## config.mk

```make
export PLATFORM = sky130hd
export DESIGN_NAME = ltsch_ctrl
export DESIGN_NICKNAME = d
export VERILOG_FILES = /design/src/sv/ltsch_pkg.sv /design/src/sv/ltsch_ctrl.sv
export VERILOG_INCLUDE_DIRS = /design/src /design/src/sv
export SDC_FILE = /design/constraint.sdc
export NUM_CORES = 1
export LEC_CHECK = 0
export BUFFER_PORTS_ARGS = -buffer_cell sky130_fd_sc_hd__buf_2
export CAP_MARGIN = 30
export CORE_AREA = 2 2 42 44
export DETAILED_ROUTE_END_ITERATION = 16
export DIE_AREA = 0 0 44 46
export PLACE_DENSITY = 0.7
export SYNTH_ARGS = -nofsm -noshare
export SYNTH_HDL_FRONTEND = slang
export SYNTH_SLANG_ARGS = --single-unit
```

## constraint.sdc

```tcl
create_clock -name clk -period 1.4 [get_ports clk]
set_clock_uncertainty 0.05 [all_clocks]
set_input_delay 0.14 -clock clk [delete_from_list [all_inputs] [get_ports clk]]
set_output_delay 0.14 -clock clk [all_outputs]
set_load 0.01 [all_outputs]
```

## src/sv/lottery_ticket_scheduler_defines.svh

```systemverilog
// Assertion macros shared by the lottery ticket scheduler RTL
`ifndef LOTTERY_TICKET_SCHEDULER_DEFINES_SVH
`define LOTTERY_TICKET_SCHEDULER_DEFINES_SVH
`ifndef SYNTHESIS
`define LTS_ASSERT_IMPLY(name, clk, rst_n, ante, cons, msg) \
    name: assert property (@(posedge clk) disable iff (!rst_n) (ante) |-> (cons)) \
        else $error(msg);
`define LTS_ASSERT_NEXT(name, clk, rst_n, ante, cons, msg) \
    name: assert property (@(posedge clk) disable iff (!rst_n) (ante) |=> (cons)) \
        else $error(msg);
`else
`define LTS_ASSERT_IMPLY(name, clk, rst_n, ante, cons, msg)
`define LTS_ASSERT_NEXT(name, clk, rst_n, ante, cons, msg)
`endif
`endif

```

## src/sv/ltsch_pkg.sv

```systemverilog
// Shared constants, codes and control types of the lottery ticket scheduler
package ltsch_pkg;

    localparam int MAX_REQUESTERS_DEF = 16;
    localparam int TICKETS_FULL_DEF   = 100;
    localparam int TABLE_DEPTH_DEF    = 2048;
    localparam int RANDOM_BITS_DEF    = 15;

    localparam int FUNC_W     = 2;
    localparam int NUM_OPS_W  = 5;
    localparam int CYCLE_W    = 16;
    localparam int TUPLES_W   = 16;
    localparam int SUM_W      = 17;
    localparam int GRANT_W    = 4;
    localparam int LENGTH_W   = 11;
    localparam int CFG_IDX_W  = 2;
    localparam int CFG_DATA_W = 16;

    localparam logic [FUNC_W-1:0] FUNC_START  = 2'd0;
    localparam logic [FUNC_W-1:0] FUNC_DRAW   = 2'd1;
    localparam logic [FUNC_W-1:0] FUNC_REPORT = 2'd2;

    localparam logic [CFG_IDX_W-1:0] REG_NUM_OPS     = 2'd0;
    localparam logic [CFG_IDX_W-1:0] REG_REFRESH_LEN = 2'd1;
    localparam logic [CFG_IDX_W-1:0] REG_ALT_MODE    = 2'd2;

    localparam logic [NUM_OPS_W-1:0] NUM_OPS_RST     = 5'd1;
    localparam logic [CYCLE_W-1:0]   REFRESH_LEN_RST = 16'd50;
    localparam logic [SUM_W-1:0]     SUM_MAX         = 17'h1FFFF;

    typedef struct packed {
        logic load_item;
        logic start_init;
        logic accum;
        logic refresh_init;
        logic prep;
        logic fill;
        logic commit;
        logic rd;
        logic out_load;
    } dp_cmd_t;

    typedef struct packed {
        logic [FUNC_W-1:0] func;
        logic              count_zero;
        logic              sum_reached;
        logic              n_zero;
        logic              last_ticket;
    } dp_stat_t;

    function automatic int op_width(input int max_req);
        return (max_req > 1) ? $clog2(max_req) : 1;
    endfunction

endpackage

```

## src/sv/ltsch_ctrl.sv

```systemverilog
// Controller: sequences decode, tuple check, table sweep, draw read and result hand-off
`include "lottery_ticket_scheduler_defines.svh"

module ltsch_ctrl (
    input  logic                clk,
    input  logic                rst_n,
    input  logic                in_valid,
    output logic                in_ready,
    output logic                out_valid,
    input  logic                out_ready,
    input  ltsch_pkg::dp_stat_t stat,
    output ltsch_pkg::dp_cmd_t  cmd
);
    import ltsch_pkg::*;

    typedef enum logic [7:0] {
        ST_IDLE   = 8'b0000_0001,
        ST_DECODE = 8'b0000_0010,
        ST_CHECK  = 8'b0000_0100,
        ST_PREP   = 8'b0000_1000,
        ST_FILL   = 8'b0001_0000,
        ST_COMMIT = 8'b0010_0000,
        ST_RD     = 8'b0100_0000,
        ST_DONE   = 8'b1000_0000
    } state_t;

    state_t state_reg, state_next;
    logic   out_valid_reg, out_valid_next;
    logic   out_free;

    assign out_free  = !out_valid_reg || out_ready;
    assign in_ready  = state_reg == ST_IDLE;
    assign out_valid = out_valid_reg;

    always_comb
    begin
        state_next = state_reg;
        cmd        = '0;
        unique case (state_reg)
            ST_IDLE:
            begin
                if (in_valid)
                begin
                    cmd.load_item = 1'b1;
                    state_next    = ST_DECODE;
                end
            end
            ST_DECODE:
            begin
                unique case (stat.func)
                    FUNC_START:
                    begin
                        cmd.start_init = 1'b1;
                        state_next     = ST_PREP;
                    end
                    FUNC_DRAW:
                    begin
                        state_next = stat.count_zero ? ST_DONE : ST_RD;
                    end
                    FUNC_REPORT:
                    begin
                        cmd.accum  = 1'b1;
                        state_next = ST_CHECK;
                    end
                    default:
                    begin
                        state_next = ST_DONE;
                    end
                endcase
            end
            ST_CHECK:
            begin
                if (stat.sum_reached)
                begin
                    cmd.refresh_init = 1'b1;
                    state_next       = ST_PREP;
                end
                else
                begin
                    state_next = ST_DONE;
                end
            end
            ST_PREP:
            begin
                cmd.prep   = 1'b1;
                state_next = stat.n_zero ? ST_COMMIT : ST_FILL;
            end
            ST_FILL:
            begin
                cmd.fill = 1'b1;
                if (stat.last_ticket)
                begin
                    state_next = ST_COMMIT;
                end
            end
            ST_COMMIT:
            begin
                cmd.commit = 1'b1;
                state_next = ST_DONE;
            end
            ST_RD:
            begin
                cmd.rd     = 1'b1;
                state_next = ST_DONE;
            end
            ST_DONE:
            begin
                if (out_free)
                begin
                    cmd.out_load = 1'b1;
                    state_next   = ST_IDLE;
                end
            end
            default:
            begin
                state_next = ST_IDLE;
            end
        endcase
    end

    always_comb
    begin
        out_valid_next = out_valid_reg;
        if (cmd.out_load)
        begin
            out_valid_next = 1'b1;
        end
        else if (out_ready)
        begin
            out_valid_next = 1'b0;
        end
    end

    always_ff @(posedge clk or negedge rst_n)
    begin
        if (!rst_n)
        begin
            state_reg     <= ST_IDLE;
            out_valid_reg <= 1'b0;
        end
        else
        begin
            state_reg     <= state_next;
            out_valid_reg <= out_valid_next;
        end
    end

    `LTS_ASSERT_NEXT(a_accept_starts_decode, clk, rst_n, in_valid && in_ready, state_reg == ST_DECODE, "accepted beat did not start decode")
    `LTS_ASSERT_NEXT(a_done_waits_for_sink, clk, rst_n, (state_reg == ST_DONE) && out_valid_reg && !out_ready, state_reg == ST_DONE, "result left done while sink stalled")
    `LTS_ASSERT_NEXT(a_load_shows_result, clk, rst_n, cmd.out_load, out_valid_reg && (state_reg == ST_IDLE), "loaded result not presented")
    `LTS_ASSERT_IMPLY(a_fill_needs_requesters, clk, rst_n, (state_reg == ST_FILL) && $past(state_reg == ST_PREP), !$past(stat.n_zero), "sweep started with no requesters")
endmodule

```

==> metrics.md, run 1 <==
| Metric | Value |
|---|---|
| Headroom to the max-slew limit | 0.809 |
| Share of the core filled with cells | 0.775 |
| Endpoints failing hold | 0 |
| Reg clk slew, reported paths | 0.06 ns |
| H-tree depth | 1 |
| Start point of the critical path | state_reg[7] |
| Vias post-DR | 796 |
| Post-layout minimum cycle time | 1.80 ns |
| Standby leakage power | 0.643 nW |
| Final sum of negative setup slack | -4.12 ns |
| Detailed-routing iteration count for the pre-antenna-repair pass | 4 |
| Data required, critical path | 1.21 ns |
| Status | complete, but fails checks |
| Violated checks | negative setup slack |
| Antenna diodes | 0 |
| Worst skew pair latency | 0.29 ns |
| Number of remaining DRC errors | 0 |
| Maximum buffer depth of the clock tree | 2 |
| Detail-routed net length per standard cell | 15.8 um |
| Setup repair after global routing missed its margin | yes |
| Hold/Removal Path Class | primary input to register |
| CTS tree | done |
| Mapped Nets | 81 |
| Sum of overflow across all layers after global routing | 0 |
| Chip Height | 46 um |
| Count of max-cap constraint violations | 0 |
| Final Setup Violations | 15 |
| Die Area | 2020 sq um |
| Flip-flop count of the largest register, all copies and words added | 8 |
| Iter 0 DRT Violations | 26 |
| Number of core rows | 15 |
| Number of antenna violations at the first check in global routing | 0 |
| GP Congestion | 0.754 |
| Net total in the final layout | 139 |
| Overall power | 1.42 mW |
| DRT Wirelength | 2290 um |
| Starting Density | 0.401 |
| Half-perimeter wire length of the detailed placement result | 1240 um |
| Placed inst area | 836 sq um |
| Pin count of the biggest net entering global routing | 10 |
| Num ports | 21 |
| Maximum fanout count along the critical path | 2 |
| Setup slack of the most critical reg-to-reg path | -0.35 ns |
| Via density per instance | 5.49 |
| Clock buffer count from CTS | 3 |
| Maximum vdd drop | 0.000722 V |
| Summed instance area of the synthesized netlist | 647 sq um |
| Number of cells on the worst hold path | 2 |
| Final max-slew violation count | 0 |
| Crit end category | primary output |
| Number of cells produced by synthesis | 71 |
| Routed Antenna Nets | 0 |
| Hold_sp | stat[1] |
| Max Clock Freq | 0.556 GHz |
| Post-synth cell types | 34 |
| Core ar. | 1610 sq um |
| Count of cells along the worst register-to-register path | 7 |
| Fraction of the yosys area taken by sequential cells | 0.350 |
| Crit start category | register |
| Via count of the first global-routing pass | 719 |
| Horizontal die dimension | 44 um |
| Worst r2r src | state_reg[5] |
| Average instance area after synthesis | 9.11 sq um |
| Worst hold margin | 0.0156 ns |
| Wire length of the first global-routing pass | 3420 um |
| Post-route fraction of the period consumed by the critical path | 1.29 |
| Total power divided by cell area | 1140 nW/um^2 |
| WS Path Type | register to primary output |
| Overall Global Routing Usage | 0.239 |
| Post-synthesis sequential element count | 9 |
| Share of layout cells above drive strength 1 | 0.711 |
| Setup slack after layout | -0.399 ns |
| Clock root cell | clkbuf_4 |
| Design Area, Final | 1250 sq um |
| Number of fill cells in the layout | 103 |
| Worst Max-Slew Pin Slew | 0.285 ns |
| Syn. warnings | 0 |
| Post-synthesis to final-layout area growth | 93.4% |
| # clock sinks | 9 |
| CP arrival | 1.61 ns |
| Port buffer count | 20 |
[routing by layer]
metal  GRT usage  wire (um)  share of wire
met3      0.0595        107          0.047
met2       0.424       1190           0.52
met5           0          0              0
met4      0.0545         33          0.014
met1       0.291        953           0.42
[metrics by stage]
stage	cells	worst slack [ns]
CTS	138	-0.371
global placement	116	-0.0907
floorplan	71	-0.0387
global route	145	-0.480
finish	145	-0.399
detailed placement	116	-0.151
[layout by cell type, fill, tap and decap left out, types with 2 or more instances in the layout]
cell / n
nor2_4: 2
and3_1: 2
buf_2: 18
buf_6: 14
nor3b_4: 2
clkbuf_4: 3
dlygate4sd3_1: 2
a21oi_1: 2
nor3b_2: 2
dfrtp_2: 6
nor4_4: 3
buf_4: 23
nand3_1: 2
nor2b_1: 4
inv_1: 3
nor2_1: 5
nand2_2: 2
dfrtp_1: 2
nor3_2: 2
nand2_4: 2
[cells in the mapped netlist]
cell / count / share of area
o21ai_0: 1 / 0.0077
buf_2: 1 / 0.0077
nor4_2: 2 / 0.039
nor3b_1: 3 / 0.035
nor4_1: 1 / 0.0097
and2_1: 2 / 0.019
nand4_1: 1 / 0.0097
xor2_1: 1 / 0.014
dfstp_2: 1 / 0.041
nor4b_4: 1 / 0.037
o22ai_1: 2 / 0.019
and3_1: 2 / 0.019
a211o_1: 1 / 0.014
a22o_1: 1 / 0.014
o221ai_1: 1 / 0.014
a21oi_1: 2 / 0.015
or2_1: 1 / 0.0097
nor2b_1: 4 / 0.039
buf_4: 1 / 0.012
dfrtp_1: 8 / 0.31
nand3_1: 3 / 0.023
nor3b_2: 1 / 0.019
nand2b_1: 2 / 0.019
buf_6: 2 / 0.035
and2b_1: 1 / 0.012
and4b_1: 1 / 0.015
a221oi_1: 1 / 0.014
nand4b_1: 1 / 0.014
nand2_1: 5 / 0.029
inv_1: 4 / 0.023
or4_1: 1 / 0.012
nor3_1: 3 / 0.023
nor2_1: 8 / 0.046
nor4_4: 1 / 0.033
[final timing paths]
check / endpoint
setup / recovery: cmd[5]
hold / removal: state_reg[4]
setup reg to reg: state_reg[0]
hold reg to reg: state_reg[0]
max in group asynchronous: state_reg[0]
min in group asynchronous: state_reg[1]
[worst max-delay path, cell delays in order (launching register included)]
cell and delay (ns):
dfrtp_2 0.43, nor4_4 0.31, nor3b_4 0.23, and4b_1 0.22, buf_2 0.13
[what timing repair did]
action	4_1_cts	5_1_grt
hold endpoints to repair	10	0
endpoints found under the setup margin	15	17
buffers inserted	16	9
pin swaps	12	10
gates resized for setup	30	20
hold buffers	2	0
[power breakdown]
part	leakage (nW)	internal, mW	total (mW)	switching (mW)
sequential	0.111	0.313	0.379	0.0658
combinational	0.517	0.468	0.821	0.353
clock	0.0150	0.111	0.223	0.113
[cell type report]
type	count	area [sq um]	share of cell area
Inverter	4	17.5	0.0140
Clock buffer	4	26.3	0.0210
Sequential cell	9	234	0.187
Multi-Input combinational cell	54	512	0.409
Timing Repair Buffer	57	440	0.352
Tap cell	17	21.3	0.0170
[logic make-up after synthesis]
logic type      synth area share
buf+inv                   0.0774
simple gates               0.462
xor+xnor                  0.0135
compound gates            0.0967
flops                      0.350
(Power assumes the default switching activity.)
==> run 2: changes to the inputs <==
==> constraint.sdc (replaced) <==
create_clock -name clk -period 1.4 [get_ports clk]
set_clock_uncertainty 0.05 [all_clocks]
set_input_delay 0 -clock clk [delete_from_list [all_inputs] [get_ports clk]]
set_output_delay 0 -clock clk [all_outputs]
set_load 0.01 [all_outputs]
==> run 2 against run 1 <==
The run still ends with negative setup slack left. Power rose by 7.8%. Global-route usage rose by 1.6 points. Core utilization rose by 2.5 points.
==> metrics.md, run 2 (synthesis gave the netlist of run 1 again) <==
| Metric | Value |
|---|---|
| Port buffer count | 20 |
| Sum of overflow across all layers after global routing | 0 |
| Count of max-cap constraint violations | 0 |
| Worst path slowest cell | dfrtp_1 |
| Overall Global Routing Usage | 0.255 |
| Hold/Removal Path Class | primary input to async pin |
| DRT Wirelength | 2740 um |
| Worst Max-Slew Pin Slew | 0.300 ns |
| Crit end category | primary output |
| Iter 0 DRT Violations | 26 |
| Endpoints failing hold | 0 |
| Die Area | 2020 sq um |
| Post-placement worst setup slack | -0.118 ns |
| Number of antenna violations at the first check in global routing | 0 |
| Longest individual stage delay on the worst path | 0.43 ns |
| Most used cells in the layout excluding fill and tap cells | buf_4, buf_2, buf_6 |
| Post-route fraction of the period consumed by the critical path | 1.24 |
| Worst skew pair latency | 0.26 ns |
| Final sum of negative setup slack | -3.29 ns |
| Via count of the first global-routing pass | 804 |
| Maximum fanout count along the critical path | 3 |
| H-tree depth | 1 |
| Crit path cell chain | nor4_4 > buf_4 > nand4b_1 > inv_2 > buf_6 |
| Vias post-DR | 827 |
| Crit path max-delay family | simple AND/OR/NAND/NOR gates |
| Number of remaining DRC errors | 0 |
| Worst hold margin | 0.0858 ns |
| Standby leakage power | 0.654 nW |
| Core ar. | 1610 sq um |
| Status | complete, but fails checks |
| Detail-routed net length per standard cell | 18.4 um |
| Flip-flop count of the largest register, all copies and words added | 8 |
| Clock buffer count from CTS | 3 |
| Number of core rows | 15 |
| Finished Layout Cells | 149 |
| Setup repair after global routing missed its margin | yes |
| Max Clock Freq | 0.578 GHz |
| Pin count of the biggest net entering global routing | 10 |
| Maximum buffer depth of the clock tree | 2 |
| Total power divided by cell area | 1190 nW/um^2 |
| Wire length of the first global-routing pass | 3570 um |
| Number of fill cells in the layout | 96 |
| Setup slack after layout | -0.329 ns |
| Clock root cell | clkbuf_4 |
| Design Area, Final | 1290 sq um |
| Worst Path Buf+Inv | 3 |
| Chip Height | 46 um |
| Worst flop-to-flop path endpoint | state_reg[0] |
| Final max-slew violation count | 0 |
| Count of cells along the worst register-to-register path | 6 |
| Placed Instances | 116 |
| Logic depth of the worst path, buffers included | 5 |
| Share of layout cells above drive strength 1 | 0.689 |
| Placed inst area | 823 sq um |
| Starting Density | 0.401 |
| CTS tree | done |
| Violated checks | negative setup slack |
| Horizontal die dimension | 44 um |
| Setup slack of the most critical reg-to-reg path | -0.30 ns |
| Reg clk slew, reported paths | 0.06 ns |
| Post-synthesis to final-layout area growth | 99.6% |
| GP Congestion | 0.812 |
| Half-perimeter wire length of the detailed placement result | 1280 um |
| Maximum vdd drop | 0.000669 V |
| Detailed-routing iteration count for the pre-antenna-repair pass | 4 |
| Num ports | 21 |
| Net total in the final layout | 143 |
| Worst r2r src | state_reg[7] |
| Crit start category | register |
| WS Path Type | register to primary output |
| Final Setup Violations | 19 |
| Antenna diodes | 0 |
| Data required, critical path | 1.35 ns |
| Routed Antenna Nets | 0 |
| Via density per instance | 5.55 |
| Headroom to the max-slew limit | 0.798 |
| Post-layout minimum cycle time | 1.73 ns |
| Leading cell type in the layout, fill and taps excluded | buf_4 |
| # clock sinks | 9 |
| CP arrival | 1.68 ns |
## run 2: per-layer routing
| layer | GRT usage | vias up | share of wire |
|---|---|---|---|
| met5 | 0 | - | 0 |
| met3 | 0.0159 | 8 | 0.028 |
| met4 | 0.164 | 0 | 0.028 |
| met1 | 0.280 | 411 | 0.40 |
| met2 | 0.471 | 30 | 0.54 |
| li1 | - | 378 | - |
## run 2: cell type report
cell class,count,area [sq um],area share
Multi-Input combinational cell,54,508,0.393
Timing Repair Buffer,61,483,0.374
Sequential cell,9,233,0.180
Clock buffer,4,26.3,0.0203
Tap cell,17,21.3,0.0165
Inverter,4,20.0,0.0155
## run 2: through the flow
| stage | power [mW] | util |
|---|---|---|
| floorplan | 0.673 | - |
| global placement | 0.867 | 0.510 |
| detailed placement | 0.881 | 0.510 |
| CTS | 1.37 | 0.721 |
| global route | 1.61 | 0.800 |
| finish | 1.53 | 0.800 |
## run 2: repair_timing
action / in CTS / in global routing
buffers inserted: 15 / 8
resized for setup: 31 / 21
hold endpoints to repair: 17 / 0
hold buffers: 8 / 0
pin swaps: 10 / 10
setup endpoints to repair: 17 / 18
## run 2: worst max-delay path by stage
stage                 startpoint           end  slack, ns
floorplan           state_reg[4]  state_reg[0]      -0.04
global placement    state_reg[2]  state_reg[0]      -0.09
detailed placement  state_reg[2]  state_reg[0]      -0.12
CTS                 state_reg[7]        cmd[5]      -0.26
global route        state_reg[7]        cmd[5]      -0.37
finish              state_reg[7]        cmd[3]      -0.33
## run 2: worst register-to-register path, stage by stage, from the launching register on
cell and delay (ns):
dfrtp_1 0.43, nor4_4 0.36, buf_4 0.19, nand4b_1 0.19, buf_4 0.22, o22ai_2 0.14
a21oi_1 0.06
## run 2: report_power, final
group	internal (mW)	total (mW)	switching (mW)
logic	0.529	0.956	0.426
registers	0.312	0.373	0.0607
clock network	0.110	0.206	0.0958
total	0.952	1.53	0.583
