[src/sv/lottery_ticket_scheduler_defines.svh]
// Assertion macros shared by the lottery ticket scheduler RTL
`ifndef LOTTERY_TICKET_SCHEDULER_DEFINES_SVH
`define LOTTERY_TICKET_SCHEDULER_DEFINES_SVH
`ifndef SYNTHESIS
`define LTS_ASSERT_IMPLY(name, clk, rst_n, ante, cons, msg) \
    name: assert property (@(posedge clk) disable iff (!rst_n) (ante) |-> (cons)) \
        else $error(msg);
`define LTS_ASSERT_NEXT(name, clk, rst_n, ante, cons, msg) \
    name: assert property (@(posedge clk) disable iff (!rst_n) (ante) |=> (cons)) \
        else $error(msg);
`else
`define LTS_ASSERT_IMPLY(name, clk, rst_n, ante, cons, msg)
`define LTS_ASSERT_NEXT(name, clk, rst_n, ante, cons, msg)
`endif
`endif

[src/sv/ltsch_pkg.sv]
// Shared constants, codes and control types of the lottery ticket scheduler
package ltsch_pkg;

    localparam int MAX_REQUESTERS_DEF = 16;
    localparam int TICKETS_FULL_DEF   = 100;
    localparam int TABLE_DEPTH_DEF    = 2048;
    localparam int RANDOM_BITS_DEF    = 15;

    localparam int FUNC_W     = 2;
    localparam int NUM_OPS_W  = 5;
    localparam int CYCLE_W    = 16;
    localparam int TUPLES_W   = 16;
    localparam int SUM_W      = 17;
    localparam int GRANT_W    = 4;
    localparam int LENGTH_W   = 11;
    localparam int CFG_IDX_W  = 2;
    localparam int CFG_DATA_W = 16;

    localparam logic [FUNC_W-1:0] FUNC_START  = 2'd0;
    localparam logic [FUNC_W-1:0] FUNC_DRAW   = 2'd1;
    localparam logic [FUNC_W-1:0] FUNC_REPORT = 2'd2;

    localparam logic [CFG_IDX_W-1:0] REG_NUM_OPS     = 2'd0;
    localparam logic [CFG_IDX_W-1:0] REG_REFRESH_LEN = 2'd1;
    localparam logic [CFG_IDX_W-1:0] REG_ALT_MODE    = 2'd2;

    localparam logic [NUM_OPS_W-1:0] NUM_OPS_RST     = 5'd1;
    localparam logic [CYCLE_W-1:0]   REFRESH_LEN_RST = 16'd50;
    localparam logic [SUM_W-1:0]     SUM_MAX         = 17'h1FFFF;

    typedef struct packed {
        logic load_item;
        logic start_init;
        logic accum;
        logic refresh_init;
        logic prep;
        logic fill;
        logic commit;
        logic rd;
        logic out_load;
    } dp_cmd_t;

    typedef struct packed {
        logic [FUNC_W-1:0] func;
        logic              count_zero;
        logic              sum_reached;
        logic              n_zero;
        logic              last_ticket;
    } dp_stat_t;

    function automatic int op_width(input int max_req);
        return (max_req > 1) ? $clog2(max_req) : 1;
    endfunction

endpackage

[src/sv/ltsch_dp.sv]
// Datapath: registers, tuple sum, ticket table sweep counters, draw scaling, result register
module ltsch_dp #(
    parameter int MAX_REQUESTERS = ltsch_pkg::MAX_REQUESTERS_DEF,
    parameter int TICKETS_FULL   = ltsch_pkg::TICKETS_FULL_DEF,
    parameter int TABLE_DEPTH    = ltsch_pkg::TABLE_DEPTH_DEF,
    parameter int RANDOM_BITS    = ltsch_pkg::RANDOM_BITS_DEF
) (
    input  logic                                        clk,
    input  logic                                        rst_n,
    input  logic                                        cfg_we,
    input  logic [ltsch_pkg::CFG_IDX_W-1:0]             cfg_index,
    input  logic [ltsch_pkg::CFG_DATA_W-1:0]            cfg_data,
    input  logic [ltsch_pkg::FUNC_W-1:0]                item_func,
    input  logic [RANDOM_BITS-1:0]                      item_random,
    input  logic [ltsch_pkg::TUPLES_W-1:0]              item_tuples,
    input  ltsch_pkg::dp_cmd_t                          cmd,
    output ltsch_pkg::dp_stat_t                         stat,
    output logic                                        ram_we,
    output logic [$clog2(TABLE_DEPTH)-1:0]              ram_waddr,
    output logic [ltsch_pkg::op_width(MAX_REQUESTERS)-1:0] ram_wdata,
    output logic                                        ram_re,
    output logic [$clog2(TABLE_DEPTH)-1:0]              ram_raddr,
    input  logic [ltsch_pkg::op_width(MAX_REQUESTERS)-1:0] ram_rdata,
    output logic [ltsch_pkg::GRANT_W-1:0]               granted_op,
    output logic                                        grant_valid,
    output logic                                        refreshed,
    output logic [ltsch_pkg::LENGTH_W-1:0]              table_length
);
    import ltsch_pkg::*;

    localparam int NW     = $clog2(MAX_REQUESTERS + 1);
    localparam int OP_W   = op_width(MAX_REQUESTERS);
    localparam int AW     = $clog2(TABLE_DEPTH);
    localparam int CNT_W  = $clog2(TABLE_DEPTH + 1);
    localparam int TW     = $clog2(TICKETS_FULL);
    localparam int PROD_W = CNT_W + RANDOM_BITS;

    localparam logic [TW-1:0]    LAST_FULL = TW'(TICKETS_FULL - 1);
    localparam logic [TW-1:0]    LAST_HALF = TW'(TICKETS_FULL / 2 - 1);
    localparam logic [CNT_W-1:0] DEPTH_CNT = CNT_W'(TABLE_DEPTH);
    localparam logic [NW-1:0]    N_MAX     = NW'(MAX_REQUESTERS);

    logic [NUM_OPS_W-1:0]   num_ops_reg, num_ops_next;
    logic [CYCLE_W-1:0]     cycle_len_reg, cycle_len_next;
    logic                   alt_mode_reg, alt_mode_next;
    logic [SUM_W-1:0]       sum_reg, sum_next;
    logic                   parity_reg, parity_next;
    logic                   op0_high_reg, op0_high_next;
    logic [CNT_W-1:0]       count_reg, count_next;
    logic                   swapped_reg, swapped_next;
    logic                   start_mode_reg, start_mode_next;
    logic                   maxp_high_reg, maxp_high_next;
    logic [NW-1:0]          n_reg, n_next;
    logic [NW-1:0]          op_reg, op_next;
    logic [TW-1:0]          tick_reg, tick_next;
    logic [CNT_W-1:0]       build_reg, build_next;
    logic                   grant_flag_reg, grant_flag_next;
    logic                   refreshed_flag_reg, refreshed_flag_next;

    logic [FUNC_W-1:0]      func_reg;
    logic [RANDOM_BITS-1:0] rnd_reg;
    logic [TUPLES_W-1:0]    tuples_reg;
    logic [PROD_W-1:0]      prod_reg;
    logic [GRANT_W-1:0]     granted_op_reg;
    logic                   grant_valid_reg;
    logic                   refreshed_reg;
    logic [LENGTH_W-1:0]    length_reg;

    logic [31:0]            nops_wide;
    logic [NW-1:0]          n_clamp;
    logic                   any_high;
    logic                   op_high;
    logic [TW-1:0]          tick_last;
    logic                   room;
    logic [SUM_W:0]         sum_wide;
    logic [SUM_W-1:0]       sum_sat;
    logic [CNT_W-1:0]       draw_idx;

    assign nops_wide = 32'(num_ops_reg);
    assign n_clamp   = (nops_wide > 32'(MAX_REQUESTERS)) ? N_MAX : NW'(nops_wide);
    assign any_high  = (n_clamp != '0)
                       && (swapped_reg || ((n_clamp - 1'b1) > (n_clamp >> 1)));
    assign op_high   = (op_reg > (n_reg >> 1)) ^ swapped_reg;
    assign tick_last = (op_high == maxp_high_reg) ? LAST_FULL : LAST_HALF;
    assign room      = build_reg < DEPTH_CNT;
    assign sum_wide  = {1'b0, sum_reg} + (SUM_W + 1)'(tuples_reg);
    assign sum_sat   = sum_wide[SUM_W] ? SUM_MAX : sum_wide[SUM_W-1:0];
    assign draw_idx  = prod_reg[PROD_W-1:RANDOM_BITS];

    assign stat.func        = func_reg;
    assign stat.count_zero  = count_reg == '0;
    assign stat.sum_reached = sum_reg >= SUM_W'(cycle_len_reg);
    assign stat.n_zero      = n_clamp == '0;
    assign stat.last_ticket = (tick_reg == tick_last) && (op_reg == n_reg - 1'b1);

    assign ram_we    = cmd.fill && room;
    assign ram_waddr = build_reg[AW-1:0];
    assign ram_wdata = op_reg[OP_W-1:0];
    assign ram_re    = cmd.rd;
    assign ram_raddr = draw_idx[AW-1:0];

    always_comb
    begin
        num_ops_next   = num_ops_reg;
        cycle_len_next = cycle_len_reg;
        alt_mode_next  = alt_mode_reg;
        if (cfg_we)
        begin
            unique case (cfg_index)
                REG_NUM_OPS:     num_ops_next   = cfg_data[NUM_OPS_W-1:0];
                REG_REFRESH_LEN: cycle_len_next = cfg_data[CYCLE_W-1:0];
                REG_ALT_MODE:    alt_mode_next  = cfg_data[0];
                default:         ;
            endcase
        end
    end

    always_comb
    begin
        sum_next            = sum_reg;
        parity_next         = parity_reg;
        op0_high_next       = op0_high_reg;
        count_next          = count_reg;
        swapped_next        = swapped_reg;
        start_mode_next     = start_mode_reg;
        maxp_high_next      = maxp_high_reg;
        n_next              = n_reg;
        op_next             = op_reg;
        tick_next           = tick_reg;
        build_next          = build_reg;
        grant_flag_next     = grant_flag_reg;
        refreshed_flag_next = refreshed_flag_reg;

        if (cmd.load_item)
        begin
            grant_flag_next     = 1'b0;
            refreshed_flag_next = 1'b0;
        end
        if (cmd.start_init)
        begin
            sum_next        = '0;
            parity_next     = 1'b0;
            swapped_next    = 1'b0;
            start_mode_next = 1'b1;
        end
        if (cmd.accum)
        begin
            sum_next = sum_sat;
        end
        if (cmd.refresh_init)
        begin
            sum_next        = '0;
            start_mode_next = 1'b0;
            if (alt_mode_reg)
            begin
                swapped_next = parity_reg;
                parity_next  = ~parity_reg;
            end
            else
            begin
                swapped_next = op0_high_reg;
            end
        end
        if (cmd.prep)
        begin
            n_next         = n_clamp;
            maxp_high_next = op0_high_reg || any_high;
            op_next        = '0;
            tick_next      = '0;
            build_next     = '0;
        end
        if (cmd.fill)
        begin
            if (room)
            begin
                build_next = build_reg + 1'b1;
            end
            if (tick_reg == tick_last)
            begin
                tick_next = '0;
                op_next   = op_reg + 1'b1;
            end
            else
            begin
                tick_next = tick_reg + 1'b1;
            end
        end
        if (cmd.commit)
        begin
            if (start_mode_reg || (build_reg > count_reg))
            begin
                count_next = build_reg;
            end
            if (n_reg != '0)
            begin
                op0_high_next = swapped_reg;
            end
            refreshed_flag_next = 1'b1;
        end
        if (cmd.rd)
        begin
            grant_flag_next = 1'b1;
        end
    end

    always_ff @(posedge clk or negedge rst_n)
    begin
        if (!rst_n)
        begin
            num_ops_reg        <= NUM_OPS_RST;
            cycle_len_reg      <= REFRESH_LEN_RST;
            alt_mode_reg       <= 1'b0;
            sum_reg            <= '0;
            parity_reg         <= 1'b0;
            op0_high_reg       <= 1'b0;
            count_reg          <= '0;
            swapped_reg        <= 1'b0;
            start_mode_reg     <= 1'b0;
            maxp_high_reg      <= 1'b0;
            n_reg              <= '0;
            op_reg             <= '0;
            tick_reg           <= '0;
            build_reg          <= '0;
            grant_flag_reg     <= 1'b0;
            refreshed_flag_reg <= 1'b0;
        end
        else
        begin
            num_ops_reg        <= num_ops_next;
            cycle_len_reg      <= cycle_len_next;
            alt_mode_reg       <= alt_mode_next;
            sum_reg            <= sum_next;
            parity_reg         <= parity_next;
            op0_high_reg       <= op0_high_next;
            count_reg          <= count_next;
            swapped_reg        <= swapped_next;
            start_mode_reg     <= start_mode_next;
            maxp_high_reg      <= maxp_high_next;
            n_reg              <= n_next;
            op_reg             <= op_next;
            tick_reg           <= tick_next;
            build_reg          <= build_next;
            grant_flag_reg     <= grant_flag_next;
            refreshed_flag_reg <= refreshed_flag_next;
        end
    end

    always_ff @(posedge clk)
    begin
        if (cmd.load_item)
        begin
            func_reg   <= item_func;
            rnd_reg    <= item_random;
            tuples_reg <= item_tuples;
        end
        if (cmd.start_init || cmd.accum || cmd.refresh_init)
        begin
            prod_reg <= prod_reg;
        end
        else if (stat.func == FUNC_DRAW)
        begin
            prod_reg <= PROD_W'(count_reg) * PROD_W'(rnd_reg);
        end
        if (cmd.out_load)
        begin
            granted_op_reg  <= grant_flag_reg ? GRANT_W'(ram_rdata) : '0;
            grant_valid_reg <= grant_flag_reg;
            refreshed_reg   <= refreshed_flag_reg;
            length_reg      <= LENGTH_W'(count_reg);
        end
    end

    assign granted_op   = granted_op_reg;
    assign grant_valid  = grant_valid_reg;
    assign refreshed    = refreshed_reg;
    assign table_length = length_reg;
endmodule

[config.mk]
export PLATFORM = sky130hd
export DESIGN_NAME = ltsch_dp
export DESIGN_NICKNAME = d
export VERILOG_FILES = /design/src/sv/lottery_ticket_scheduler_defines.svh /design/src/sv/ltsch_pkg.sv /design/src/sv/ltsch_dp.sv
export SDC_FILE = /design/constraint.sdc
export NUM_CORES = 1
export LEC_CHECK = 0
export ABC_AREA = 1
export BUFFER_PORTS_ARGS = -buffer_cell sky130_fd_sc_hd__buf_2
export CORE_AREA = 2 2 181 183
export CTS_BUF_LIST = sky130_fd_sc_hd__clkbuf_8 sky130_fd_sc_hd__clkbuf_16
export CTS_CLUSTER_SIZE = 12
export DETAILED_ROUTE_END_ITERATION = 7
export DIE_AREA = 0 0 183 185
export GPL_ROUTABILITY_DRIVEN = 1
export PLACE_DENSITY = 0.63
export SKIP_LAST_GASP = 1
export SYNTH_ARGS = -nofsm -noshare
export SYNTH_HDL_FRONTEND = slang
export SYNTH_SLANG_ARGS = --single-unit
[constraint.sdc]
create_clock -name clk -period 7.1 [get_ports clk]
set_clock_uncertainty 0.1 [all_clocks]
set_input_delay 0.71 -clock clk [delete_from_list [all_inputs] [get_ports clk]]
set_output_delay 0.71 -clock clk [all_outputs]
set_load 0.05 [all_outputs]
==> Implementation_results.wiki, run 1 <==
{| class="wikitable"
! Metric !! Value
|-
| Proportion of netlist area held by the largest area contributor || 19.0%
|-
| Proportion of synthesized chip area in sequential cells || between 20% and 30%
|-
| Crit path DAT || ~5.6 ns
|-
| Setup bufs post-CTS || 0
|-
| Synthesized netlist net count || a little under 2000
|-
| CTS H-tree depth || 4
|-
| Source of the worst register-to-register timing path || count_reg[9]$_DFFE_PN0P_
|-
| Maximum number of pins on one net before global-route repair || 69
|-
| Post-route insts no fill || about 2100
|-
| Crit. End Element || flop
|-
| Number of buffer and inverter stages on the critical path || 5
|-
| CTS tree || done
|-
| Number of cells on the critical path || 17
|-
| Number of global-route vias before repair || roughly 11000
|-
| Required time at the worst-slack endpoint || around 7.3 ns
|-
| Sw Pwr || approximately 0.0013 W
|-
| Clock Path Buffers || 2
|-
| Die height || 185 um
|-
| Non-Filler Cell Area, Final || approximately 15000 sq um
|-
| Number of flip-flops in the largest register || 17
|-
| Die X || about 180 um
|-
| Number of placed cells counting well taps || approximately 2100
|-
| HP Class || input pin to asynchronous set/reset pin
|-
| Result of the run || completed
|-
| Area of all sequential standard cells || roughly 4000 sq um
|-
| Max stage delay cell, worst path || sky130_fd_sc_hd__dfrtp_1
|-
| Share of synthesized registers carrying an async set or reset || 58.8%
|-
| Post-Syn Instances || ~1600
|-
| Final Setup Violations || 0
|-
| Area after DPL || 14400 sq um
|-
| Number of distinct library cells after synthesis || 49
|-
| Leakage Power || about 8 nW
|-
| Share of power burned in the clock network || 28.4%
|-
| Pre-CTS setup slack || between 1.5 and 2 ns
|-
| Largest stage delay on the critical path || about 0.8 ns
|-
| Max Cap Viol || 0
|-
| Top flip-flop cell by instance count after synthesis || sky130_fd_sc_hd__dfrtp_1
|-
| Synth area leader || sky130_fd_sc_hd__fa_1
|-
| Area Growth Syn to Fin || 10.3%
|-
| Starting DRT DRC Count || about 630
|-
| Switching Share || roughly 41%
|-
| Number of antenna violations at the first check in global routing || 5
|-
| Overflow left after global routing || 0
|-
| Post-detail-place hpwl || between 20000 and 30000 um
|-
| Total power divided by cell area || 219 nW/um^2
|-
| Total of cells resized after clock tree synthesis || 0
|-
| Die ar. || 33900 sq um
|-
| Placeable core area || 32000 sq um
|-
| Crit path max fanout || 18
|-
| Average vias per placed instance || between 5 and 6
|-
| DRC viols || 0
|-
| Number of nets at the end of the flow || about 2000
|-
| Number of pins with negative max-slew slack in the final report || 0
|-
| EDFF count, synth || 61
|-
| Most frequent cell after synthesis || sky130_fd_sc_hd__nand2_1
|-
| Final Hold Vio Count || 0
|-
| # port buffers || roughly 120
|-
| Clk Tree Root Cell || sky130_fd_sc_hd__clkbuf_16
|-
| Number of buffers inserted during clock tree synthesis || 17
|-
| Overall power || 0.00328 W
|-
| Worst R2R Path Depth || 17
|-
| Boundary pin count || approximately 120
|-
| Actual transition at the worst max-transition pin || 1.02 ns
|-
| Share of total power in sequential cells || roughly a third
|-
| Relative contribution of combinational cells to total power || between 30 and 40%
|-
| Leading cell types by count after synthesis || sky130_fd_sc_hd__nand2_1 (398), sky130_fd_sc_hd__inv_1 (358), sky130_fd_sc_hd__fa_1 (129)
|-
| Gr usage total || just over 20%
|-
| Top cells by area in the synthesized netlist || sky130_fd_sc_hd__fa_1 (19%), sky130_fd_sc_hd__dfrtp_1 (15%), sky130_fd_sc_hd__edfxtp_1 (13%)
|-
| Wire length of the first global-routing pass || approximately 55000 um
|-
| Average routed wire per standard cell || between 15 and 20 um
|-
| Std cell rows || 66
|-
| Share of final-layout standard cells stronger than drive strength 1 || between 10% and 20%
|-
| Starting Density || ~42%
|-
| Syn Std Cell Area || ~14000 sq um
|-
| Series of cell instances along the critical path || nand2_1, inv_1, fa_1, inv_1, fa_1, fa_1, inv_1, fa_1, inv_1, fa_1, inv_1, ha_1, nand2_1, nor4_1, nand4_1, nand4_1, xor2_1
|-
| Final Wtd Congestion || roughly 0.87
|-
| Final critical-path required period || about 5.4 ns
|-
| Top achievable clock speed || between 0.15 and 0.2 GHz
|-
| Headroom to the max-slew limit || approximately a third
|-
| Clock sinks || 148
|-
| Reg2Reg Setup Slack || roughly 1.7 ns
|-
| Kind of critical path || flop to flop
|-
| Setup repair after global routing missed its margin || no
|-
| Routed WL || approximately 33000 um
|-
| Clock transition at the registers of the reported paths || ~0.070 ns
|-
| Drt pass-1 iters || 5
|-
| Vias after detailed routing || about 11000
|-
| Clock latency reported for the late side of the worst-skew pair || roughly 0.45 ns
|-
| Footprint of the multi-input gates || around 8000 sq um
|-
| Kind of cell adding the most delay to the critical path || adder cells
|-
| CP Launch Type || flop
|-
| Reg-to-reg critical path endpoint || prod_reg[22]$_DFFE_PP_
|-
| Worst IR drop on VDD || between 0.15 and 0.2 mV
|-
| Final-layout fill cell count || about 3100
|-
| Total number of yosys warnings || 0
|-
| Share of the cycle needed by the critical path after routing || 76.6%
|-
| Setup_tns || 0 ns
|-
| Internal Power || 0.00194 W
|-
| Antenna Violating Nets Remaining || 0
|-
| Hold buffer count at cts || 0
|-
| Total of flip-flops plus latches after synthesis || approximately 150
|-
| Mean instance size in the synthesized netlist || slightly above 8 sq um
|-
| Worst setup margin || around 1.7 ns
|}
-- how the worst max path moves through the flow --
stage | start | endpoint | slack [ns]
2_1_floorplan | count_reg[11]$_DFFE_PN0P_ | prod_reg[24]$_DFFE_PP_ | 1.95
3_3_place_gp | count_reg[10]$_DFFE_PN0P_ | prod_reg[24]$_DFFE_PP_ | 1.74
3_5_place_dp | count_reg[10]$_DFFE_PN0P_ | prod_reg[24]$_DFFE_PP_ | 1.70
4_1_cts | count_reg[8]$_DFFE_PN0P_ | prod_reg[18]$_DFFE_PP_ | 1.67
5_1_grt | count_reg[8]$_DFFE_PN0P_ | prod_reg[20]$_DFFE_PP_ | 1.32
6_report | count_reg[9]$_DFFE_PN0P_ | prod_reg[22]$_DFFE_PP_ | 1.66
-- cells by family (layout without fill, tap and decap cells) --
family / after synthesis / count (layout) / share of synthesized area [%]
DFF: 148 / 148 / 29.5
adders and majority gates: 245 / 245 / 29.7
and+or+nand+nor: 580 / 580 / 17.9
buffers and inverters: 428 / 512 / 12.3
other: 0 / 5 / 0
AOI/OAI and AO/OA: 213 / 213 / 8.67
xor gates and xnor gates: 30 / 30 / 1.93
-- per-layer routing --
| metal | track usage, % | wire length [um] | vias up |
|---|---|---|---|
| met4 | 7.20 | 930 | 2 |
| met3 | 4.31 | 1510 | 47 |
| met1 | 25.4 | 14100 | 5226 |
| met2 | 36.5 | 16500 | 230 |
| li1 | - | - | 5258 |
| met5 | 0 | 13 | - |
-- power groups by stage --
stage	Combinational, W	Sequential (W)	Clock, W
global route	0.00141	0.00115	0.000986
detailed placement	0.00122	0.00115	0
finish	0.00121	0.00113	0.000930
global placement	0.00120	0.00115	0
CTS	0.00123	0.00113	0.000956
floorplan	0.000968	0.00109	0
-- through the flow --
stage,hold slack (ns),util (%)
floorplan,0.314,-
global placement,0.332,44.9
detailed placement,0.339,44.9
CTS,0.0327,46.7
global route,0.0469,46.7
finish,0.0348,46.8
-- cells in the final DEF (no fill, tap or decap), types with 4 or more instances in the layout --
cell	n
sky130_fd_sc_hd__clkbuf_16	18
sky130_fd_sc_hd__dfstp_2	4
sky130_fd_sc_hd__fa_1	129
sky130_fd_sc_hd__buf_2	116
sky130_fd_sc_hd__nor4_1	4
sky130_fd_sc_hd__a21oi_1	73
sky130_fd_sc_hd__nand2_1	398
sky130_fd_sc_hd__ha_1	116
sky130_fd_sc_hd__nand3_1	52
sky130_fd_sc_hd__o21ai_0	90
sky130_fd_sc_hd__edfxtp_1	61
sky130_fd_sc_hd__diode_2	5
sky130_fd_sc_hd__nand4_1	21
sky130_fd_sc_hd__a31oi_1	7
sky130_fd_sc_hd__dfrtp_1	83
sky130_fd_sc_hd__nor3_1	13
sky130_fd_sc_hd__o22ai_1	11
sky130_fd_sc_hd__xnor2_1	11
sky130_fd_sc_hd__nor2_1	74
sky130_fd_sc_hd__a21o_1	5
sky130_fd_sc_hd__inv_1	358
sky130_fd_sc_hd__xor2_1	19
sky130_fd_sc_hd__inv_6	6
sky130_fd_sc_hd__inv_2	4
-- worst register-to-register path, stage by stage (launching register included) --
cell	delay, ns
sky130_fd_sc_hd__dfrtp_1	0.79
sky130_fd_sc_hd__nand2_1	0.13
sky130_fd_sc_hd__inv_1	0.10
sky130_fd_sc_hd__fa_1	0.40
sky130_fd_sc_hd__inv_1	0.10
sky130_fd_sc_hd__fa_1	0.43
sky130_fd_sc_hd__fa_1	0.55
sky130_fd_sc_hd__inv_1	0.05
sky130_fd_sc_hd__fa_1	0.52
sky130_fd_sc_hd__inv_1	0.06
sky130_fd_sc_hd__fa_1	0.53
sky130_fd_sc_hd__inv_1	0.04
sky130_fd_sc_hd__ha_1	0.36
sky130_fd_sc_hd__nand2_1	0.14
sky130_fd_sc_hd__nor4_1	0.45
sky130_fd_sc_hd__nand4_1	0.18
sky130_fd_sc_hd__nand4_1	0.13
sky130_fd_sc_hd__xor2_1	0.19
-- final cells by class --
class                           instances  share of cell area [%]
Multi-Input combinational cell       1068                    52.8
Sequential cell                       148                    26.8
Inverter                              362                    9.07
Timing Repair Buffer                  118                    3.97
Tap cell                              408                    3.41
Clock buffer                           18                    3.01
Clock inverter                         14                   0.927
Antenna cell                            5                  0.0835
(Power assumes the default switching activity.)
==> run 2: changes to the inputs <==
- clock period: 7.1 -> 5.2 ns (I/O delays scaled with it)
==> run 2 against run 1 <==
- flip-flop and latch count stayed put
- cell area increased by 4.4%
- die area unchanged
- critical path depth fell by 2
- routed wire length grew 0.85%
- via count grew 2.4%
- global-route usage is 0.21 points higher
- worst hold slack got worse by 0.032 ns
- critical path type unchanged
- combinational power up 53%
- count of clock-buffer cells in the layout is 2 higher
- maximum frequency increased by 8.9%
- first-iteration DRC count up 5.1%
==> Implementation_results.wiki, run 2 (synthesized netlist as in run 1, its figures left out) <==
{| class="wikitable"
! Metric !! Value
|-
| Result of the run || completed
|-
| Clock transition at the registers of the reported paths || around 0.07 ns
|-
| HP Class || input pin to asynchronous set/reset pin
|-
| Starting Density || between 40% and 50%
|-
| Headroom to the max-slew limit || 29.9%
|-
| Number of nets at the end of the flow || about 2100
|-
| Max Cap Viol || 0
|-
| Final Hold Vio Count || 0
|-
| Met2 GRT Util || 36.0%
|-
| GR Util met1 || around 27%
|-
| Reg2Reg Setup Slack || roughly 0.21 ns
|-
| Number of global-route vias before repair || between 10000 and 15000
|-
| Worst IR drop on VDD || 0.231 mV
|-
| Final Setup Violations || 0
|-
| Starting DRT DRC Count || 660
|-
| Share of final-layout standard cells stronger than drive strength 1 || about 15%
|-
| Placeable core area || 32000 sq um
|-
| Number of flip-flops in the largest register || 17
|-
| Die X || roughly 180 um
|-
| Area Growth Syn to Fin || 15.1%
|-
| CTS tree || done
|-
| Average vias per placed instance || approximately 5
|-
| Crit path max fanout || 9
|-
| Required time at the worst-slack endpoint || between 5 and 6 ns
|-
| CP Launch Type || flop
|-
| Die height || around 190 um
|-
| Post-detail-place hpwl || 26600 um
|-
| # port buffers || 117
|-
| Die ar. || 33900 sq um
|-
| Crit path DAT || approximately 5.1 ns
|-
| Internal Power || between 0.002 and 0.003 W
|-
| Relative contribution of combinational cells to total power || 39.4%
|-
| Share of power burned in the clock network || roughly 29%
|-
| Post-Route Hold Slack || 0.00251 ns
|-
| Vias after detailed routing || 11000
|-
| Share of the cycle needed by the critical path after routing || 96.0%
|-
| Average routed wire per standard cell || about 15 um
|-
| Kind of critical path || flop to flop
|-
| Clock latency reported for the late side of the worst-skew pair || roughly 0.45 ns
|-
| Crit. End Element || flop
|-
| Total power divided by cell area || around 300 nW/um^2
|-
| Source of the worst register-to-register timing path || rnd_reg[10]$_DFFE_PP_
|-
| Wire length of the first global-routing pass || 55900 um
|-
| Sw Pwr || around 0.0019 W
|-
| Std cell rows || 66
|-
| Hold buffer count at cts || 0
|-
| Boundary pin count || 118
|-
| Layout Utilization || 48.8%
|-
| Maximum number of pins on one net before global-route repair || 48
|-
| Leakage Power || approximately 8.4 nW
|-
| Top achievable clock speed || 0.200 GHz
|-
| Switching Share || around two fifths
|-
| DRC viols || 0
|-
| Final Wtd Congestion || ~0.90
|-
| Share of total power in sequential cells || 31.6%
|-
| CTS H-tree depth || 4
|-
| Commonest non-fill, non-tap cell in the layout || sky130_fd_sc_hd__nand2_1
|-
| Clk Tree Root Cell || sky130_fd_sc_hd__clkbuf_16
|-
| Final critical-path required period || 4.99 ns
|-
| Number of antenna violations at the first check in global routing || 3
|-
| Launching element of the worst setup path || rnd_reg[10]$_DFFE_PP_
|-
| Number of buffers inserted during clock tree synthesis || 17
|-
| Setup_tns || 0 ns
|-
| Antenna Violating Nets Remaining || 0
|-
| Setup repair after global routing missed its margin || yes
|-
| Clock Path Buffers || 2
|-
| Most used cells in the layout excluding fill and tap cells || sky130_fd_sc_hd__nand2_1 (395), sky130_fd_sc_hd__inv_1 (357), sky130_fd_sc_hd__fa_1 (129)
|-
| Drt pass-1 iters || 7
|-
| Number of pins with negative max-slew slack in the final report || 0
|-
| Clock sinks || 148
|-
| Routed WL || roughly 33000 um
|-
| Actual transition at the worst max-transition pin || roughly 1.0 ns
|-
| Overflow left after global routing || 0
|-
| Most used routing layer || met2
|-
| Gr usage total || between 20% and 30%
|-
| Met3 global-route usage || under 10%
|}
run 2: cell types whose count changed in the layout (fill, tap and decap cells not counted), sizes merged:
cell,delta
clkinv,-1
buf,+57
inv,-2
diode,-3
clkbuf,+4
bufinv,+1
run 2: area by class of cell:
| class | count | area, sq um |
|---|---|---|
| Clock buffer | 20 | 489 |
| Sequential cell | 148 | 4030 |
| Multi-Input combinational cell | 1068 | 8060 |
| Tap cell | 408 | 510 |
| Timing Repair Buffer | 177 | 1040 |
| Antenna cell | 2 | 5.00 |
| Clock inverter | 12 | 153 |
| Fill cell | 3097 | 16400 |
| Inverter | 362 | 1360 |
run 2: timing repair:
item | 4_1_cts | 5_1_grt
endpoints found under the setup margin | 1 | 11
buffers inserted | 0 | 20
pin swaps | 0 | 11
resized for setup | 1 | 45
run 2: power by group through the flow:
stage / clock (W) / sequential [W] / combinational, W
2_1_floorplan: 0 / 0.00148 / 0.00132
3_3_place_gp: 0 / 0.00151 / 0.00172
3_5_place_dp: 0 / 0.00151 / 0.00176
4_1_cts: 0.00139 / 0.00148 / 0.00177
5_1_grt: 0.00144 / 0.00150 / 0.00214
6_report: 0.00136 / 0.00148 / 0.00185
run 2: per-layer routing:
metal / vias up / wire, um
met1: 5328 / 14900
met3: 58 / 1380
met4: 4 / 1000
met5: - / 27
li1: 5372 / -
met2: 258 / 15900
run 2: worst max-delay path: stages, from the launching register on:
cell and delay (ns):
sky130_fd_sc_hd__edfxtp_1 0.46, sky130_fd_sc_hd__buf_6 0.19, sky130_fd_sc_hd__nand2_1 0.08, sky130_fd_sc_hd__fa_1 0.52, sky130_fd_sc_hd__fa_1 0.51, sky130_fd_sc_hd__inv_1 0.06, sky130_fd_sc_hd__fa_1 0.52, sky130_fd_sc_hd__fa_1 0.52
sky130_fd_sc_hd__fa_1 0.50, sky130_fd_sc_hd__ha_2 0.39, sky130_fd_sc_hd__nand2_1 0.13, sky130_fd_sc_hd__o21ai_0 0.30, sky130_fd_sc_hd__a21oi_2 0.10, sky130_fd_sc_hd__o211a_1 0.24, sky130_fd_sc_hd__nand3_1 0.08, sky130_fd_sc_hd__nand2_1 0.05
run 2: worst paths after layout:
check / cells after the start / endpoint
setup reg to reg: 15 / prod_reg[25]$_DFFE_PP_
min in group clk: 1 / tuples_reg[8]$_DFFE_PP_
setup / recovery: 15 / prod_reg[25]$_DFFE_PP_
max in group asynchronous: 2 / count_reg[3]$_DFFE_PN0P_
hold reg to reg: 0 / refreshed$_DFFE_PP_
hold / removal: 1 / cycle_len_reg[10]$_DFFE_PN0P_
run 2: per-stage QoR:
| step | instance area [sq um] | worst slack, ns | power [W] | std cells |
|---|---|---|---|---|
| CTS | 15300 | 0.00580 | 0.00465 | 2175 |
| floorplan | 13600 | 0.0451 | 0.00280 | 1644 |
| finish | 15600 | 0.206 | 0.00468 | 2197 |
| detailed placement | 14700 | -0.0537 | 0.00327 | 2143 |
| global placement | 14700 | -0.108 | 0.00323 | 2143 |
| global route | 15600 | -0.0346 | 0.00508 | 2195 |
